===== src/lfa_pkg.sv =====
// Shared types and codes for the lowest-free ID bitmap allocator.
package lfa_pkg;

    localparam int WORD_BITS = 32;
    localparam int BIT_W     = 5;

    // request kinds
    localparam logic OP_ALLOC   = 1'b0;
    localparam logic OP_RELEASE = 1'b1;

    // result status codes
    localparam logic [1:0] ST_OK       = 2'd0;
    localparam logic [1:0] ST_FULL     = 2'd1;
    localparam logic [1:0] ST_RANGE    = 2'd2;
    localparam logic [1:0] ST_NOTALLOC = 2'd3;

    // controller -> datapath
    typedef struct packed {
        logic load;    // input beat taken, start first word read
        logic step;    // read next word
        logic commit;  // write back word, load result register
    } lfa_cmd_t;

    // datapath -> controller
    typedef struct packed {
        logic need_more;  // allocate scan must look at the next word
        logic out_free;   // result register can take a new beat
    } lfa_stat_t;

endpackage


===== src/lfa_ram.sv =====
// Generic single write port RAM with registered read.
module lfa_ram #(
    parameter int WIDTH = 32,
    parameter int DEPTH = 4
) (
    input  logic                                   aclk,
    input  logic                                   we,
    input  logic [(DEPTH > 1 ? $clog2(DEPTH) : 1)-1:0] waddr,
    input  logic [WIDTH-1:0]                       wdata,
    input  logic                                   re,
    input  logic [(DEPTH > 1 ? $clog2(DEPTH) : 1)-1:0] raddr,
    output logic [WIDTH-1:0]                       rdata
);

    logic [WIDTH-1:0] mem_reg [DEPTH];
    logic [WIDTH-1:0] rdata_reg;

    always_ff @(posedge aclk) begin
        if (we) begin
            mem_reg[waddr] <= wdata;
        end
        if (re) begin
            rdata_reg <= mem_reg[raddr];
        end
    end

    assign rdata = rdata_reg;

endmodule


===== src/lfa_datapath.sv =====
// Datapath: bitmap words, lowest-free search, release check, result register.
module lfa_datapath #(
    parameter int ID_COUNT = 128
) (
    input  logic              aclk,
    input  logic              aresetn,
    input  lfa_pkg::lfa_cmd_t cmd,
    output lfa_pkg::lfa_stat_t stat,
    input  logic              s_op,
    input  logic [7:0]        s_release_id,
    output logic              m_tvalid,
    input  logic              m_tready,
    output logic [6:0]        m_granted_id,
    output logic [1:0]        m_status
);

    localparam int WORD_COUNT = (ID_COUNT + 31) / 32;
    localparam int AW         = (WORD_COUNT > 1) ? $clog2(WORD_COUNT) : 1;
    localparam int TAIL       = ID_COUNT % 32;
    localparam logic [31:0] LAST_MASK = (TAIL == 0) ? 32'hFFFF_FFFF
                                                    : 32'((64'd1 << TAIL) - 64'd1);

    logic                  op_reg;
    logic [7:0]            rel_id_reg;
    logic [AW-1:0]         chk_addr_reg, chk_addr_next;
    logic [WORD_COUNT-1:0] valid_reg, valid_next;
    logic                  out_valid_reg, out_valid_next;
    logic [6:0]            gid_reg;
    logic [1:0]            st_reg;

    logic          rel_range_err;
    logic [15:0]   rel_word_w;
    logic [AW-1:0] rd_addr;
    logic          rd_en;
    logic [31:0]   ram_rdata;
    logic [31:0]   word;
    logic          last_word;
    logic [31:0]   avail;
    logic          found;
    logic [lfa_pkg::BIT_W-1:0] free_bit;
    logic [lfa_pkg::BIT_W-1:0] rel_bit;
    logic          rel_set;
    logic          range_q;
    logic          wr_en;
    logic [31:0]   wr_data;
    logic [15:0]   id_w;

    // release ID checks on the incoming beat
    assign rel_range_err = ({24'd0, s_release_id} >= 32'(ID_COUNT));
    assign rel_word_w    = 16'(s_release_id >> lfa_pkg::BIT_W);

    always_comb begin
        if (cmd.load) begin
            rd_addr = (s_op == lfa_pkg::OP_RELEASE && !rel_range_err)
                      ? rel_word_w[AW-1:0] : '0;
        end else begin
            rd_addr = chk_addr_reg + AW'(1);
        end
    end
    assign rd_en = cmd.load || cmd.step;
    assign chk_addr_next = rd_en ? rd_addr : chk_addr_reg;

    lfa_ram #(
        .WIDTH (32),
        .DEPTH (WORD_COUNT)
    ) u_ram (
        .aclk  (aclk),
        .we    (wr_en),
        .waddr (chk_addr_reg),
        .wdata (wr_data),
        .re    (rd_en),
        .raddr (rd_addr),
        .rdata (ram_rdata)
    );

    // never-written words read as all free
    assign word      = valid_reg[chk_addr_reg] ? ram_rdata : '0;
    assign last_word = (chk_addr_reg == AW'(WORD_COUNT - 1));
    assign avail     = ~word & (last_word ? LAST_MASK : 32'hFFFF_FFFF);

    // lowest set bit of avail
    always_comb begin
        free_bit = '0;
        for (int i = 31; i >= 0; i--) begin
            if (avail[i]) begin
                free_bit = lfa_pkg::BIT_W'(i);
            end
        end
    end
    assign found = |avail;

    assign rel_bit = rel_id_reg[lfa_pkg::BIT_W-1:0];
    assign rel_set = word[rel_bit];
    assign range_q = ({24'd0, rel_id_reg} >= 32'(ID_COUNT));

    always_comb begin
        wr_en   = 1'b0;
        wr_data = word;
        if (op_reg == lfa_pkg::OP_ALLOC) begin
            wr_data = word | (32'd1 << free_bit);
            wr_en   = cmd.commit && found;
        end else begin
            wr_data = word & ~(32'd1 << rel_bit);
            wr_en   = cmd.commit && !range_q && rel_set;
        end
    end

    assign id_w = (16'(chk_addr_reg) << lfa_pkg::BIT_W) | 16'(free_bit);

    always_comb begin
        valid_next = valid_reg;
        if (wr_en) begin
            valid_next[chk_addr_reg] = 1'b1;
        end
        out_valid_next = out_valid_reg;
        if (m_tready) begin
            out_valid_next = 1'b0;
        end
        if (cmd.commit) begin
            out_valid_next = 1'b1;
        end
    end

    always_ff @(posedge aclk) begin
        if (!aresetn) begin
            valid_reg     <= '0;
            out_valid_reg <= 1'b0;
        end else begin
            valid_reg     <= valid_next;
            out_valid_reg <= out_valid_next;
        end
    end

    always_ff @(posedge aclk) begin
        chk_addr_reg <= chk_addr_next;
        if (cmd.load) begin
            op_reg     <= s_op;
            rel_id_reg <= s_release_id;
        end
        if (cmd.commit) begin
            if (op_reg == lfa_pkg::OP_ALLOC) begin
                gid_reg <= found ? id_w[6:0] : 7'd0;
                st_reg  <= found ? lfa_pkg::ST_OK : lfa_pkg::ST_FULL;
            end else begin
                gid_reg <= 7'd0;
                if (range_q) begin
                    st_reg <= lfa_pkg::ST_RANGE;
                end else if (!rel_set) begin
                    st_reg <= lfa_pkg::ST_NOTALLOC;
                end else begin
                    st_reg <= lfa_pkg::ST_OK;
                end
            end
        end
    end

    assign stat.need_more = (op_reg == lfa_pkg::OP_ALLOC) && !found && !last_word;
    assign stat.out_free  = !out_valid_reg || m_tready;

    assign m_tvalid     = out_valid_reg;
    assign m_granted_id = gid_reg;
    assign m_status     = st_reg;

endmodule


===== src/lfa_ctrl.sv =====
// Controller: takes one request, steps the word scan, commits the result.
module lfa_ctrl (
    input  logic               aclk,
    input  logic               aresetn,
    input  logic               s_tvalid,
    output logic               s_tready,
    input  lfa_pkg::lfa_stat_t stat,
    output lfa_pkg::lfa_cmd_t  cmd
);

    localparam logic S_IDLE  = 1'b0;
    localparam logic S_CHECK = 1'b1;

    logic state_reg, state_next;

    always_comb begin
        state_next = state_reg;
        cmd        = '0;
        s_tready   = 1'b0;
        case (state_reg)
            S_IDLE: begin
                s_tready = 1'b1;
                if (s_tvalid) begin
                    cmd.load   = 1'b1;
                    state_next = S_CHECK;
                end
            end
            S_CHECK: begin
                if (stat.need_more) begin
                    cmd.step = 1'b1;
                end else if (stat.out_free) begin
                    cmd.commit = 1'b1;
                    state_next = S_IDLE;
                end
            end
            default: begin
                state_next = S_IDLE;
            end
        endcase
    end

    always_ff @(posedge aclk) begin
        if (!aresetn) begin
            state_reg <= S_IDLE;
        end else begin
            state_reg <= state_next;
        end
    end

endmodule


===== src/lowest_free_id_bitmap_allocator_core.sv =====
// Top level of the lowest-free ID bitmap allocator.
// Usage:
//   Slave channel carries one request per beat: s_tuser is the request kind
//   (0 allocate, 1 release), s_tdata is the ID to release (ignored for
//   allocate). Master channel returns exactly one beat per request:
//   m_tdata[6:0] is the granted ID (0 unless an allocate succeeded),
//   m_tuser is the status (0 ok, 1 full, 2 out of range, 3 not allocated).
// Bitmap and scan:
//   The bitmap lives in a RAM of 32-bit words with a registered read port.
//   A release reads one word. An allocate reads words in order, one per cycle,
//   and stops at the first word with a free bit or at the last word, so it
//   looks at 1 .. ID_COUNT/32 rounded up words (1 .. 4 words at 128 IDs).
// Throughput:
//   One request at a time; s_tready returns the cycle after the result is
//   loaded into the output register, so a new request overlaps a waiting one.
// Reset / stall:
//   aresetn (synchronous, active low) clears the per-word valid bits, so every
//   ID reads free with no clearing pass; an output beat in flight is dropped.
//   With m_tready low the result holds and the next request waits in check.
module lowest_free_id_bitmap_allocator_core #(
    parameter int ID_COUNT = 128
) (
    input  logic       aclk,
    input  logic       aresetn,
    input  logic       s_tvalid,
    output logic       s_tready,
    input  logic [7:0] s_tdata,   // [7:0] release_id
    input  logic       s_tuser,   // [0] op
    output logic       m_tvalid,
    input  logic       m_tready,
    output logic [7:0] m_tdata,   // [6:0] granted_id, [7] zero pad
    output logic [1:0] m_tuser    // [1:0] status
);

    lfa_pkg::lfa_cmd_t  cmd;
    lfa_pkg::lfa_stat_t stat;
    logic [6:0]         granted_id;

    lfa_ctrl u_ctrl (
        .aclk     (aclk),
        .aresetn  (aresetn),
        .s_tvalid (s_tvalid),
        .s_tready (s_tready),
        .stat     (stat),
        .cmd      (cmd)
    );

    lfa_datapath #(
        .ID_COUNT (ID_COUNT)
    ) u_dp (
        .aclk         (aclk),
        .aresetn      (aresetn),
        .cmd          (cmd),
        .stat         (stat),
        .s_op         (s_tuser),
        .s_release_id (s_tdata),
        .m_tvalid     (m_tvalid),
        .m_tready     (m_tready),
        .m_granted_id (granted_id),
        .m_status     (m_tuser)
    );

    assign m_tdata = {1'b0, granted_id};

endmodule


===== config.mk =====
export PLATFORM = sky130hd
export DESIGN_NAME = lowest_free_id_bitmap_allocator_core
export DESIGN_NICKNAME = d
export VERILOG_FILES = /design/src/lfa_pkg.sv /design/src/lfa_ram.sv /design/src/lfa_datapath.sv /design/src/lfa_ctrl.sv /design/src/lowest_free_id_bitmap_allocator_core.sv
export SDC_FILE = /design/constraint.sdc
export NUM_CORES = 1
export LEC_CHECK = 0
export BUFFER_PORTS_ARGS = -buffer_cell sky130_fd_sc_hd__buf_2
export CORE_ASPECT_RATIO = 0.75
export CORE_UTILIZATION = 50
export CTS_BUF_LIST = sky130_fd_sc_hd__clkbuf_8
export DETAILED_ROUTE_END_ITERATION = 8
export PLACE_DENSITY_LB_ADDON = 0.25
export SLEW_MARGIN = 20
export SYNTH_ARGS = -nofsm -noshare
export SYNTH_HDL_FRONTEND = slang
export SYNTH_SLANG_ARGS = --single-unit

===== constraint.sdc =====
create_clock -name aclk -period 5.9 [get_ports aclk]
set_input_delay 1.18 -clock aclk [delete_from_list [all_inputs] [get_ports aclk]]
set_output_delay 1.18 -clock aclk [all_outputs]
set_load 0.03 [all_outputs]

== After elaboration in Yosys (flattened, before gate mapping) ==
Memories as Yosys holds them, arrays and structs flattened. A register that Yosys moved wholly into a read port is not among the register bits.
Cells that the tools add are included.

* Output and inout port bits: 12
* Logic and storage cells: 105
* Memories kept: 1
* Bits in registers: 26
* Bits of input ports: 13
* RAM bits: 128

* Shifts and indexed selects: 2
* Equal/unequal tests: 1
* Reductions and logical operators: 17
* Multiplexer cells: 61
* Bitwise logic cells: 9
* $lt $le $gt $ge: 5
* Add/sub/neg operators: 1

{| class="wikitable"
|+ Memories
! name !! words !! bits a word !! read ports !! clocked after Yosys merged registers in !! write ports !! line !! source
|-
| u_dp.u_ram.mem_reg || 4 || 32 || 1 || 1 || 1 || lfa_ram.sv:15 || <nowiki>logic [WIDTH-1:0] mem_reg [DEPTH];</nowiki>
|}

{| class="wikitable"
|+ Operators with widths
! operator !! count
|-
| $mux W5 || 32
|-
| $mux W32 || 2
|-
| $not A32 Y32 || 2
|-
| $shl A1 B5 Y32 const A || 2
|-
| $and A32 B32 Y32 || 1
|-
| $or A32 B32 Y32 || 1
|-
| $reduce_or A32 Y1 || 1
|-
| $mux W1 || 17
|-
| $ge A8 B8 Y1 const B || 2
|-
| $mux W2 || 6
|-
| $logic_and A1 B1 Y1 || 7
|-
| $or A7 B5 Y7 || 1
|-
| $lt A5 B6 Y1 const B || 1
|-
| $bmux W1 S5 || 1
|-
| $logic_not A1 Y1 || 5
|-
| $or A4 B4 Y4 || 1
|-
| $lt A2 B3 Y1 const B || 1
|-
| $not A1 Y1 || 3
|-
| $add A2 B1 Y2 const B || 1
|-
| $bmux W1 S2 || 1
|-
| $demux W1 S2 || 1
|-
| $eq A2 B2 Y1 const B || 1
|-
| $ge A2 B1 Y1 const B || 1
|-
| $logic_or A1 B1 Y1 || 2
|-
| 3 further kinds || 3
|}

== Logic depth before layout (Yosys ltp) ==
* Word-level depth: 39
* Mapped depth: 8
* Depth with buffers taken out: 6

== Cells and area by module ==
A second synthesis with hierarchy kept.

* Cells, all modules: 500
* Area, all modules: 8,047.7 um^2

{| class="wikitable"
|+ Modules (own cells, without submodules)
! module !! cells an instance !! instances !! area each (um^2)
|-
| lfa_ram || 203 || 1 || 5,650.4
|-
| lfa_datapath || 288 || 1 || 2,322.2
|-
| lfa_ctrl || 7 || 1 || 63.8
|-
| lowest_free_id_bitmap_allocator_core || 2 || 1 || 11.3
|}

== Least setup slack after synthesis ==
OpenSTA, ideal clock, no wires.

* Path type: flip-flop to flip-flop
* Start point: reg u_dp.rel_id_reg[1]
* End point: mem u_dp.u_ram.mem_reg[0][0], enable pin
* Slack: 2.952 ns
* Data arrival time: 2.556 ns
* Cell stages (with the launch flop): 8
* Buffers on the path: 1
* Library setup time: 0.392 ns
* Path through: edfxtp_1 buf_4 mux2i_1 mux4_2 o31ai_1 o221ai_1 a21oi_1 and2_1

* Cells in the longest elaborated chain, start to end: 7

{| class="wikitable"
|+ Ends and longest elaborated chain
! item !! line !! source
|-
| from (decl) || lfa_datapath.sv:24 || <nowiki>logic [7:0] rel_id_reg;</nowiki>
|-
| from (signal assigned) || lfa_datapath.sv:138 || <nowiki>rel_id_reg <= s_release_id;</nowiki>
|-
| $ge A8 B8 Y1 || lfa_datapath.sv:94 || <nowiki>assign range_q = ({24'd0, rel_id_reg} >= 32'(ID_COUNT));</nowiki>
|-
| $logic_not A1 Y1 || lfa_datapath.sv:104 || <nowiki>wr_en = cmd.commit && !range_q && rel_set;</nowiki>
|-
| $logic_and A1 B1 Y1 || lfa_datapath.sv:104 ||
|-
| $logic_and A1 B1 Y1 * || lfa_datapath.sv:104 ||
|-
| $mux W1 * || lfa_datapath.sv:99 || <nowiki>if (op_reg == lfa_pkg::OP_ALLOC) begin</nowiki>
|-
| $mux W1 * || lfa_ram.sv:19 || <nowiki>if (we) begin</nowiki>
|-
| $mux W1 (implied by the code) * || lfa_ram.sv:20 || <nowiki>mem_reg[waddr] <= wdata;</nowiki>
|-
| to (decl) || lfa_ram.sv:15 ||
|}

Every way passes the cells marked *; elsewhere a longest branch is shown, timed or not. The select of a mux whose other input is x is not followed.

== Final worst setup path ==
* Start point: reg u_dp.rel_id_reg[1]
* End point: mem u_dp.u_ram.mem_reg[2][3], enable pin

The elaborated chain is that of the path after synthesis.

==> flow_metrics.tcl <==
set metrics [dict create \
    dp_hpwl_mm 13.30 \
    synthCells 651 \
    hold_path_depth 2 \
    synth-async-reset-ratio_pct 0 \
    hold_buffers 0 \
    grt_util_all_layers_pct 24.99 \
    rr_endpoint "u_dp.u_ram.mem_reg[2][3]" \
    fill_cells 1336 \
    antenna_found_initial 0 \
    end_kind "flop" \
    ys_top_cells_by_area "edfxtp_1 (65%), nand2_1 (4.1%), a211oi_1 (3.1%)" \
    swShare_pct 27.12 \
    cts_setup_buffers 0 \
    ys_seq_area_share_pct 66.14 \
    via_count 5676 \
    startpoint_type "flop" \
    clock-sinks 184 \
    grt_overflow 0 \
    vias_per_cell 6.385 \
    synth.largest_area_cell "edfxtp_1" \
    path_class "reg2reg" \
    synth_fp_nets 668 \
    grt_pass1_vias 5262 \
    areaGrowthSynthToFinish_pct 8.025 \
    path_depth 7 \
    pre_cts_ws_ps 2049 \
    critPathSlowestCell "edfxtp_1" \
    hold_end "u_dp.m_tvalid" \
    core-area_um2 16070 \
    critPathMaxFanout 20 \
    fp.dieH_um 113.3 \
    cp.required_ps 6050 \
    crit_chain "mux2i_1 > mux4_2 > o31ai_1 > o221ai_1 > a21oi_1 > and2_1 > buf_4" \
    largest_reg_flops 128 \
    peakVddDrop_mv 0.2173 \
    postLayoutSetupSlackWorst_ps 2077 \
    ant_nets 0 \
    htreeDepth 4 \
    worstMarginPinSlew_ps 937.9 \
    hold_viol 0 \
    multiInputGateArea_um2 2621 \
    initial_utilization_pct 51.43 \
    cp_top_family "flip-flops" \
    min_from "u_dp.m_tvalid" \
    place.gp.congestion 1.044 \
    status "complete, no violations" \
    cap_violations 0 \
    crit_buf_inv 1 \
    yosysWarnings 0 \
    antennaDiodeCount 0 \
    period_share_pct 64.79 \
    rsz0062_at_grt "no" \
    worstRegToRegCells 7 \
    routed_wl_mm 20.19 \
    max_freq_mhz 261.6 \
    die_w_um 150.4 \
    num-nets-final 683 \
    fin_crit_ps 3823 \
    cts_buffers 17 \
    syn_area_um2 8263 \
    clk_pin_slew_ps 90 \
    critPathArrivalTime_ps 3980 \
    synth_top_area_share_pct 64.69 \
    drcViolationCount 0 \
    grt_max_degree 66 \
    synth_flop_cell "edfxtp_1" \
    cts_resized 0 \
    numPortBuffers 23 \
    power_frac_seq_pct 59.1 \
    r2r_start "u_dp.rel_id_reg[1]" \
    synth-edff-count 178 \
    p_switching_mw 0.7185 \
    maxSlewHeadroom_pct 37.47 \
    grt_pass1_wl_mm 30.85 \
    combPwrFrac_pct 11.9 \
    synth_seq_cells 184 \
    clockBufferDepth 2 \
    power.leakage_nw 2.882 \
    finalSetupViolations 0 \
    synth.most_common_cell "edfxtp_1" \
    drive_gt1_share_pct 12.81 \
    root_buffer "clkbuf_8" \
    row_count 40 \
    p_int_mw 1.931 \
    hold_path_class "reg2reg" \
    drtPass1Iterations 5 \
    synthDistinctLibCells 54 \
    wl_per_cell_um 22.71 \
    clockPowerShare_pct 29.0 \
    cts_tree "yes" \
    drtIter0Drc 744 \
    io_pins 25 \
    powerDensity_nw_per_um2 296.9 \
    seqCellArea_um2 5465 \
    syn_area_per_cell_um2 12.69 \
    regToRegSetupSlack_ps 2080 \
    cp_slowest_stage_delay_ps 880 \
    slew_viol_final 0 \
    fin_skew_ps 18.66 \
    finalPower_mw 2.650 \
    synth_common_cells "edfxtp_1 (178), nand2_1 (91), a211oi_1 (34), a31oi_1 (34), o21ai_0 (33)" \
    clk_latency_ps 480 \
    setup_tns_ps 0 \
    dieArea_um2 17050 \
]
-- how the worst max path moves through the flow --
stage	start	slack [ps]	end
detailed placement	u_dp.rel_id_reg[1]	2050	u_dp.u_ram.mem_reg[2][6]
floorplan	u_dp.rel_id_reg[1]	2950	u_dp.u_ram.mem_reg[0][0]
finish	u_dp.rel_id_reg[1]	2080	u_dp.u_ram.mem_reg[2][3]
CTS	u_dp.rel_id_reg[1]	2010	u_dp.u_ram.mem_reg[2][5]
global placement	u_dp.rel_id_reg[1]	2190	u_dp.u_ram.mem_reg[2][15]
global route	u_dp.rel_id_reg[1]	1760	u_dp.u_ram.mem_reg[2][3]
-- stage by stage --
step / cell area [um2] / util [%] / hold slack, ps / std cells
finish: 8926 / 55.56 / 523.2 / 889
CTS: 8925 / 55.55 / 520.1 / 889
floorplan: 8263 / - / 460.8 / 651
global route: 8926 / 55.56 / 521.7 / 889
detailed placement: 8577 / 53.39 / 498.7 / 857
global placement: 8577 / 53.39 / 490.2 / 857
-- worst min-delay path: stages (launching register included) --
cell and delay, ps:
dfxtp_1 320, nand2b_1 90, a21boi_0 80
-- cell families after synthesis --
family                   Yosys count  share of synthesized area [%]
AO/OA/AOI/OAI                    177                          14.61
buffers and inverters             48                          2.332
flip-flops                       184                          66.14
AND/OR/NAND/NOR                  219                          13.33
other                              1                        0.04538
multiplexers                      18                          2.938
adder cells (fa/ha/maj)            4                         0.6057
-- placed cells by master (no fill, tap or decap), types with 5 or more instances in the layout --
master      netlist  routed
mux2i_1           6       6
dfxtp_1           6       6
buf_2             4      23
buf_4             2       9
clkbuf_8          0      17
o31ai_1           7       7
inv_1            12      14
mux2_2            7       7
nor2_1           18      18
clkinvlp_4        0       5
nor2b_1           8       8
nand2b_1          9       9
a31oi_1          34      34
o21ai_0          33      32
o22ai_1          26      26
o211ai_1          7       7
and2_0           12      12
a211oi_1         34      34
nand2_1          91      91
a22o_1            6       6
and2_1           29      29
edfxtp_1        178     178
nand3_1          18      18
nand4_1          10      10
a21boi_0          5       5
-- final cells by class --
| class | count | share of cell area (%) |
|---|---|---|
| Clock buffer | 17 | 2.621 |
| Multi-Input combinational cell | 419 | 29.37 |
| Clock inverter | 15 | 1.276 |
| Inverter | 12 | 0.5186 |
| Timing Repair Buffer | 32 | 2.047 |
| Sequential cell | 184 | 61.23 |
| Tap cell | 210 | 2.944 |
-- metal layers --
metal	wire length (um)	vias to the layer above	global-route usage (%)
met5	0	-	0
met3	2011	25	6.935
met1	9223	2812	37.56
li1	-	2547	-
met2	8734	292	34.96
met4	218	0	7.744
-- power by group through the flow --
| stage | logic (mW) | registers [mW] | clock network [mW] |
|---|---|---|---|
| 2_1_floorplan | 0.230 | 1.56 | 0 |
| 3_3_place_gp | 0.303 | 1.59 | 0 |
| 3_5_place_dp | 0.312 | 1.59 | 0 |
| 4_1_cts | 0.314 | 1.56 | 0.780 |
| 5_1_grt | 0.347 | 1.57 | 0.823 |
| 6_report | 0.315 | 1.57 | 0.767 |
Note: power is estimated with default switching activity, not from simulation.
